[config.mk]
export PLATFORM = sky130hd
export DESIGN_NAME = led_matrix_char_scanner_top
export DESIGN_NICKNAME = d
export VERILOG_FILES = /design/src/hdl/lmcs_pkg.sv /design/src/hdl/lmcs_frame_store.sv /design/src/hdl/lmcs_blend.sv /design/src/hdl/led_matrix_char_scanner_top.sv
export SDC_FILE = /design/constraint.sdc
export NUM_CORES = 1
export LEC_CHECK = 0
export ABC_AREA = 1
export ABC_CLOCK_PERIOD_IN_PS = 3300
export BUFFER_PORTS_ARGS = -buffer_cell sky130_fd_sc_hd__buf_2
export CORE_MARGIN = 10
export CORE_UTILIZATION = 62
export DETAILED_ROUTE_END_ITERATION = 10
export PLACE_DENSITY = 0.87
export SLEW_MARGIN = 20
export SYNTH_ARGS = -nofsm -noshare
export SYNTH_HDL_FRONTEND = slang
export SYNTH_SLANG_ARGS = --single-unit
export TNS_END_PERCENT = 50
[constraint.sdc]
create_clock -name aclk -period 3.3 [get_ports aclk]
set_input_delay 0.66 -clock aclk [delete_from_list [all_inputs] [get_ports aclk]]
set_output_delay 0.66 -clock aclk [all_outputs]
set_load 0.03 [all_outputs]
[src/hdl/lmcs_pkg.sv]
// Shared types, constants and font table for the LED matrix character scanner.
`default_nettype none
package lmcs_pkg;

    localparam int ROWS   = 8;
    localparam int ROW_W  = 3;
    localparam int FRAMES = 2;
    localparam int LAYERS = 2;
    localparam int PLANES = FRAMES * LAYERS;

    localparam logic [1:0] FUNC_WRITE = 2'd0;
    localparam logic [1:0] FUNC_CLEAR = 2'd1;
    localparam logic [1:0] FUNC_SCAN  = 2'd2;
    localparam logic [1:0] FUNC_NOP   = 2'd3;

    localparam logic [1:0] COLOR_GREEN = 2'd0;
    localparam logic [1:0] COLOR_RED   = 2'd1;

    localparam logic [7:0] CHAR_FIRST = 8'h41;
    localparam logic [7:0] CHAR_LAST  = 8'h5a;
    localparam logic [3:0] OFFSET_MAX = 4'd8;

    typedef struct packed {
        logic       rotate;
        logic       load;
        logic       frame;
        logic [7:0] green_in;
        logic [7:0] red_in;
    } lmcs_store_ctrl_t;

    typedef struct packed {
        logic [7:0] f0_green;
        logic [7:0] f0_red;
        logic [7:0] f1_green;
        logic [7:0] f1_red;
    } lmcs_heads_t;

    // Glyph rows 6..0, row 0 in the low byte.
    function automatic logic [55:0] font_glyph(input logic [4:0] idx);
        logic [55:0] g;
        unique case (idx)
            5'd0:  g = 56'hcc_cc_cc_fc_cc_78_30;
            5'd1:  g = 56'hf8_cc_cc_f8_cc_cc_f8;
            5'd2:  g = 56'h78_cc_c0_c0_c0_cc_78;
            5'd3:  g = 56'hf0_d8_cc_cc_cc_d8_f0;
            5'd4:  g = 56'hfc_c0_c0_f0_c0_c0_fc;
            5'd5:  g = 56'hc0_c0_c0_f0_c0_c0_fc;
            5'd6:  g = 56'h78_cc_cc_dc_c0_cc_78;
            5'd7:  g = 56'hcc_cc_cc_fc_cc_cc_cc;
            5'd8:  g = 56'h78_30_30_30_30_30_78;
            5'd9:  g = 56'h70_d8_18_18_18_18_3c;
            5'd10: g = 56'hcc_d8_f0_e0_f0_d8_cc;
            5'd11: g = 56'hfc_c0_c0_c0_c0_c0_c0;
            5'd12: g = 56'hc6_c6_c6_d6_fe_ee_c6;
            5'd13: g = 56'hcc_cc_dc_fc_fc_ec_cc;
            5'd14: g = 56'h78_cc_cc_cc_cc_cc_78;
            5'd15: g = 56'hc0_c0_c0_f8_cc_cc_f8;
            5'd16: g = 56'h0c_78_cc_cc_cc_cc_78;
            5'd17: g = 56'hcc_d8_f0_f8_cc_cc_f8;
            5'd18: g = 56'h78_cc_0c_78_c0_cc_78;
            5'd19: g = 56'h30_30_30_30_30_30_fc;
            5'd20: g = 56'h78_cc_cc_cc_cc_cc_cc;
            5'd21: g = 56'h30_78_cc_cc_cc_cc_cc;
            5'd22: g = 56'hc6_de_fe_d6_c6_c6_c6;
            5'd23: g = 56'hcc_cc_78_30_78_cc_cc;
            5'd24: g = 56'h30_30_30_78_cc_cc_cc;
            5'd25: g = 56'hfc_c0_60_30_18_0c_fc;
            default: g = 56'h0;
        endcase
        return g;
    endfunction

    // Row of a letter glyph; blank for row 7 and for non-letters.
    function automatic logic [7:0] font_row(input logic [7:0] code, input logic [ROW_W-1:0] row);
        logic [7:0]  idx;
        logic [55:0] g;
        logic [7:0]  r;
        idx = code - CHAR_FIRST;
        g   = font_glyph(idx[4:0]);
        r   = 8'h00;
        if (code >= CHAR_FIRST && code <= CHAR_LAST && row != ROW_W'(ROWS - 1)) begin
            r = g[{row, 3'b000} +: 8];
        end
        return r;
    endfunction

endpackage
`default_nettype wire

[src/hdl/lmcs_frame_store.sv]
// Frame store: four row planes that shift or rotate one row per step.
`default_nettype none
module lmcs_frame_store (
    input  wire logic                      aclk,
    input  wire logic                      aresetn,
    input  wire lmcs_pkg::lmcs_store_ctrl_t ctrl,
    output lmcs_pkg::lmcs_heads_t           heads
);

    // plane index = frame * 2 + layer, layer 0 green
    logic [lmcs_pkg::PLANES-1:0][lmcs_pkg::ROWS-1:0][7:0] plane_reg;
    logic [lmcs_pkg::PLANES-1:0][lmcs_pkg::ROWS-1:0][7:0] plane_next;

    always_comb begin
        plane_next = plane_reg;
        for (int p = 0; p < lmcs_pkg::PLANES; p++) begin
            if (ctrl.rotate || (ctrl.load && (p / lmcs_pkg::LAYERS) == int'(ctrl.frame))) begin
                for (int i = 0; i < lmcs_pkg::ROWS - 1; i++) begin
                    plane_next[p][i] = plane_reg[p][i+1];
                end
                if (ctrl.rotate) begin
                    plane_next[p][lmcs_pkg::ROWS-1] = plane_reg[p][0];
                end else if ((p % lmcs_pkg::LAYERS) == 0) begin
                    plane_next[p][lmcs_pkg::ROWS-1] = ctrl.green_in;
                end else begin
                    plane_next[p][lmcs_pkg::ROWS-1] = ctrl.red_in;
                end
            end
        end
    end

    always_ff @(posedge aclk) begin
        if (!aresetn) begin
            plane_reg <= '0;
        end else begin
            plane_reg <= plane_next;
        end
    end

    assign heads.f0_green = plane_reg[0][0];
    assign heads.f0_red   = plane_reg[1][0];
    assign heads.f1_green = plane_reg[2][0];
    assign heads.f1_red   = plane_reg[3][0];

endmodule
`default_nettype wire

[src/hdl/lmcs_blend.sv]
// Scroll blend unit shared by all rows of a refresh.
`default_nettype none
module lmcs_blend (
    input  wire logic [3:0]            offset,
    input  wire lmcs_pkg::lmcs_heads_t heads,
    output logic [7:0]                 green_row,
    output logic [7:0]                 red_row
);

    logic [3:0]  off_sat;
    logic [3:0]  off_inv;
    logic [15:0] g_left;
    logic [15:0] r_left;

    always_comb begin
        off_sat   = (offset > lmcs_pkg::OFFSET_MAX) ? lmcs_pkg::OFFSET_MAX : offset;
        off_inv   = lmcs_pkg::OFFSET_MAX - off_sat;
        g_left    = {8'h00, heads.f0_green} << off_sat;
        r_left    = {8'h00, heads.f0_red} << off_sat;
        green_row = g_left[7:0] | (heads.f1_green >> off_inv);
        red_row   = r_left[7:0] | (heads.f1_red >> off_inv);
    end

endmodule
`default_nettype wire

[src/hdl/led_matrix_char_scanner_top.sv]
// Top level of the LED matrix character scanner: sequencer and stream ports.
// A write, clear or refresh item occupies the block while a three-bit row
// counter steps through the eight matrix rows; s_tready is low meanwhile.
// A write or clear loads eight rows into the chosen frame, one row a cycle.
// A refresh rotates all planes past the shared blend unit and emits one row
// word per cycle while m_tready is high; a stalled output word holds the scan.
// Function code three is taken and does nothing.
`default_nettype none
module led_matrix_char_scanner_top (
    input  wire logic        aclk,
    input  wire logic        aresetn,
    input  wire logic        s_tvalid,
    output logic             s_tready,
    input  wire logic [15:0] s_tdata,   // char_code[7:0], frame_sel[8], color_sel[10:9]
    input  wire logic [1:0]  s_tuser,   // func[1:0]
    output logic             m_tvalid,
    input  wire logic        m_tready,
    output logic [23:0]      m_tdata,   // row_select[7:0], green_row[15:8], red_row[23:16]
    output logic             m_tlast,
    input  wire logic        cfg_wen,
    input  wire logic [3:0]  cfg_wdata
);

    localparam logic [1:0] ST_IDLE = 2'd0;
    localparam logic [1:0] ST_LOAD = 2'd1;
    localparam logic [1:0] ST_SCAN = 2'd2;

    localparam logic [lmcs_pkg::ROW_W-1:0] ROW_END = lmcs_pkg::ROW_W'(lmcs_pkg::ROWS - 1);

    logic [1:0]                  state_reg, state_next;
    logic [lmcs_pkg::ROW_W-1:0]  cnt_reg, cnt_next;
    logic [3:0]                  offset_reg;
    logic                        draw_reg;
    logic [7:0]                  code_reg;
    logic                        frame_reg;
    logic [1:0]                  color_reg;
    logic                        m_tvalid_reg;
    logic [23:0]                 m_tdata_reg;
    logic                        m_tlast_reg;

    logic                        accept;
    logic                        scan_step;
    logic [7:0]                  glyph_row;
    logic [7:0]                  green_row;
    logic [7:0]                  red_row;
    lmcs_pkg::lmcs_store_ctrl_t  ctrl;
    lmcs_pkg::lmcs_heads_t       heads;

    assign s_tready  = (state_reg == ST_IDLE);
    assign accept    = s_tvalid && s_tready;
    assign scan_step = (state_reg == ST_SCAN) && (!m_tvalid_reg || m_tready);
    assign glyph_row = draw_reg ? lmcs_pkg::font_row(code_reg, cnt_reg) : 8'h00;

    always_comb begin
        ctrl.rotate   = scan_step;
        ctrl.load     = (state_reg == ST_LOAD);
        ctrl.frame    = frame_reg;
        ctrl.green_in = (color_reg != lmcs_pkg::COLOR_RED) ? glyph_row : 8'h00;
        ctrl.red_in   = (color_reg != lmcs_pkg::COLOR_GREEN) ? glyph_row : 8'h00;
    end

    always_comb begin
        state_next = state_reg;
        cnt_next   = cnt_reg;
        unique case (state_reg)
            ST_IDLE: begin
                cnt_next = '0;
                if (accept) begin
                    unique case (s_tuser)
                        lmcs_pkg::FUNC_WRITE, lmcs_pkg::FUNC_CLEAR: state_next = ST_LOAD;
                        lmcs_pkg::FUNC_SCAN: state_next = ST_SCAN;
                        default: state_next = ST_IDLE;
                    endcase
                end
            end
            ST_LOAD: begin
                cnt_next = cnt_reg + 1'b1;
                if (cnt_reg == ROW_END) begin
                    state_next = ST_IDLE;
                end
            end
            ST_SCAN: begin
                if (scan_step) begin
                    cnt_next = cnt_reg + 1'b1;
                    if (cnt_reg == ROW_END) begin
                        state_next = ST_IDLE;
                    end
                end
            end
            default: state_next = ST_IDLE;
        endcase
    end

    always_ff @(posedge aclk) begin
        if (!aresetn) begin
            state_reg    <= ST_IDLE;
            cnt_reg      <= '0;
            offset_reg   <= '0;
            m_tvalid_reg <= 1'b0;
        end else begin
            state_reg <= state_next;
            cnt_reg   <= cnt_next;
            if (cfg_wen) begin
                offset_reg <= cfg_wdata;
            end
            if (scan_step) begin
                m_tvalid_reg <= 1'b1;
            end else if (m_tready) begin
                m_tvalid_reg <= 1'b0;
            end
        end
    end

    always_ff @(posedge aclk) begin
        if (accept) begin
            draw_reg  <= (s_tuser == lmcs_pkg::FUNC_WRITE);
            code_reg  <= s_tdata[7:0];
            frame_reg <= s_tdata[8];
            color_reg <= s_tdata[10:9];
        end
        if (scan_step) begin
            m_tdata_reg <= {red_row, green_row, 8'(8'd1 << cnt_reg)};
            m_tlast_reg <= (cnt_reg == ROW_END);
        end
    end

    lmcs_frame_store u_store (
        .aclk    (aclk),
        .aresetn (aresetn),
        .ctrl    (ctrl),
        .heads   (heads)
    );

    lmcs_blend u_blend (
        .offset    (offset_reg),
        .heads     (heads),
        .green_row (green_row),
        .red_row   (red_row)
    );

    assign m_tvalid = m_tvalid_reg;
    assign m_tdata  = m_tdata_reg;
    assign m_tlast  = m_tlast_reg;

endmodule
`default_nettype wire

==> impl_metrics.env <==
export IMPL_pwr_share_clk_pct=24.3
export IMPL_fmax_ghz=0.337
export IMPL_ant_nets=0
export IMPL_synthArstFlopShare_pct=0
export IMPL_tightest_slew_ps=1010
export IMPL_antenna_found_initial=0
export IMPL_yosys_warnings=0
export IMPL_ir_worst_vdd_mv=0.879
export IMPL_synth_area_um2=13500
export IMPL_path_cells="inv_1 -> ha_1 -> inv_1 -> ha_2 -> buf_4 -> nor2_1 -> nand2_2 -> nand2_1 -> nand2_1 -> inv_1 -> nor2_1 -> nor2_1 -> a21oi_2 -> nand4_1 -> a21oi_1"
export IMPL_core_region_area_um2=21700
export IMPL_endpoint_kind="flip-flop"
export IMPL_crit_path_max_fanout=10
export IMPL_clock_tree_root_cell="clkbuf_16"
export IMPL_worstHoldStart="s_tdata[7]"
export IMPL_antenna_cells=0
export IMPL_clock_latency_ps=580
export IMPL_dieWidth_um=168
export IMPL_hold_viol=0
export IMPL_postPlaceCellArea_um2=13900
export IMPL_initial_core_util_pct=62.4
export IMPL_grt_setup_unrepaired="no"
export IMPL_grt_pass1_wl_um=56700
export IMPL_synth_edff_count=37
export IMPL_grt_pass1_vias=11249
export IMPL_netlist_instances=1872
export IMPL_viasPerCell=5.68
export IMPL_synth_common_cells="nor2_1, o21ai_0, nand2_1"
export IMPL_cts_tree="built"
export IMPL_fin_crit_ps=2960
export IMPL_crit_type="reg2reg"
export IMPL_cpMaxStageDelayCell="ha_2"
export IMPL_status="complete, no violations"
export IMPL_clk_pin_slew_worst_paths_ps=70
export IMPL_powerDensity_nw_per_um2=1010
export IMPL_syn2layout_area_growth_pct=11.0
export IMPL_startpoint_type="flip-flop"
export IMPL_die_h_um=168
export IMPL_grt_max_degree=128
export IMPL_worst_path_stages=15
export IMPL_finish_instance_area_um2=15000
export IMPL_ios=54
export IMPL_vias=12296
export IMPL_slew_violations=0
export IMPL_cts_buffers_inserted=30
export IMPL_synth_fp_nets=1923
export IMPL_switching_share_pct=39.7
export IMPL_firstDrtPassIters=7
export IMPL_routabilityCongestion=0.970
export IMPL_power_leakage_nw=6.72
export IMPL_power_switching_mw=6.04
export IMPL_synth_seq_area_share_pct=47.5
export IMPL_fin_crit_sh_pct=89.8
export IMPL_r2r_end="u_store.plane_reg[191]"
export IMPL_hpwlAfterDp_um=22900
export IMPL_regToRegSetupSlack_ps=340
export IMPL_drc_errors=0
export IMPL_fillers=1774
export IMPL_max_cap_violations=0
export IMPL_cts_buffer_depth=3
export IMPL_reg2reg_depth=15
export IMPL_netlist_top_cells_area="dfxtp_1, nor2_1, o21ai_0, edfxtp_1, nand2_1"
export IMPL_cts_sinks=303
export IMPL_ys_seq_elements=303
export IMPL_tns_ps=0
export IMPL_setup_violations_final=0
export IMPL_cp_required_ps=3760
export IMPL_fp_row_count=54
export IMPL_fin_skew_ps=48.2
export IMPL_path_delay_family="simple AND/OR/NAND/NOR gates"
export IMPL_final_nets=1914
export IMPL_drtIter0Drc=1273
export IMPL_arrival_ps=3430
export IMPL_htree_levels=1
export IMPL_synth_avg_cell_area_um2=7.23
export IMPL_max_stage_delay_ps=460
export IMPL_p_int_mw=9.17
export IMPL_stdcell_count=2166
export IMPL_hold_class="in2reg"
export IMPL_whs_path_depth=1
export IMPL_grt_usage_pct=23.5
export IMPL_drive_gt1_share_pct=8.59
export IMPL_rr_startpoint="code_reg[1]"
export IMPL_yosysTopAreaCell="dfxtp_1"
export IMPL_hold_end="code_reg[7]"
export IMPL_maxSlewHeadroom_pct=32.5
export IMPL_numPortBuffers=48
export IMPL_power_frac_comb_pct=35.8
export IMPL_synthFlopType="dfxtp_1"
export IMPL_seq_power_share_pct=39.9
export IMPL_synth_most_common_cell="nor2_1"
export IMPL_post_drt_wl_per_cell_um=16.0
export IMPL_critPathBufInv=4
export IMPL_synth_distinct_cells=39
export IMPL_synth_top_cell_area_share_pct=39.3
export IMPL_overflow=0
export IMPL_drt_total_wl_um=34700
export IMPL_largest_reg_flops=224
export IMPL_design_die_area_um2=28200
export IMPL_placed_cells=2111
metrics by stage:
| stage | hold slack [ps] | util [%] | worst slack (ps) | power (mW) |
|---|---|---|---|---|
| 2_1_floorplan | 425 | - | 340 | 9.90 |
| 3_3_place_gp | 435 | 64.2 | 406 | 11.2 |
| 6_report | 246 | 69.3 | 337 | 15.2 |
| 4_1_cts | 230 | 69.3 | 295 | 15.2 |
| 3_5_place_dp | 440 | 64.2 | 295 | 11.4 |
| 5_1_grt | 229 | 69.3 | 36.0 | 16.3 |
kinds of logic after synthesis:
kind of cell	Yosys count	synth area share, %
XOR/XNOR	1	0.0647
AND/OR/NAND/NOR	838	25.1
buffers and inverters	264	7.75
adder cells (fa/ha/maj)	24	2.22
AO/OA/AOI/OAI	442	17.4
flip-flops	303	47.5
worst register-to-register path, cell delays in order (launching register included):
cell,delay (ps)
edfxtp_1,390
inv_1,160
ha_1,190
inv_1,90
ha_2,460
buf_4,200
nor2_1,90
nand2_2,200
nand2_1,90
nand2_1,90
inv_1,50
nor2_1,150
nor2_1,80
a21oi_2,260
nand4_1,200
a21oi_1,170
how the worst max path moves through the flow:
stage,endpoint,startpoint
final,u_store.plane_reg[191],code_reg[1]
after floorplan,u_store.plane_reg[191],code_reg[0]
after detailed placement,u_store.plane_reg[125],code_reg[1]
after global routing,u_store.plane_reg[125],code_reg[1]
after global placement,u_store.plane_reg[253],code_reg[1]
after CTS,u_store.plane_reg[253],code_reg[1]
metal layers:
metal | vias up | part of all wire, % | GRT usage, %
li1 | 6074 | - | -
met1 | 5750 | 45 | 32.9
met2 | 408 | 46 | 37.4
met3 | 64 | 6.6 | 3.66
met4 | 0 | 2.0 | 5.64
met5 | - | 0 | 0
cells in the final DEF, fill, tap and decap left out, drive strengths merged:
cell / instances
nor2: 428
o21ai: 309
nand2: 288
dfxtp: 266
inv: 141
a21oi: 95
nand3: 88
buf: 77
clkbuf: 41
edfxtp: 37
nand4: 27
ha: 24
clkinv: 14
o211ai: 13
o22ai: 7
a32o: 4
nor3: 4
a211oi: 4
bufinv: 4
o21a: 3
a22o: 3
o311ai: 3
xnor2: 1
a31oi: 1
nand3b: 1
nor4: 1
or2: 1
clkinvlp: 1
layout make-up:
class / count / area (um2) / area share, %
well taps: 280 / 350 / 2.33
repair buffers: 77 / 510 / 3.40
clock inverters: 14 / 204 / 1.36
flip-flops and latches: 303 / 6440 / 42.8
multi-input cells: 1305 / 6080 / 40.4
clock buffers: 41 / 905 / 6.02
inverters: 146 / 552 / 3.67
what timing repair did:
item,in CTS,in global routing
gates resized for setup,0,1
setup endpoints to repair,0,4
setup buffers,0,0
hold buffers,0,0
power groups by stage:
stage | clock [mW] | combinational [mW] | sequential (mW)
floorplan | 0 | 3.83 | 6.08
global placement | 0 | 5.21 | 6.03
detailed placement | 0 | 5.32 | 6.09
CTS | 3.73 | 5.39 | 6.05
global route | 3.88 | 6.18 | 6.22
finish | 3.70 | 5.45 | 6.06
Power figures use the tool's default switching activity.
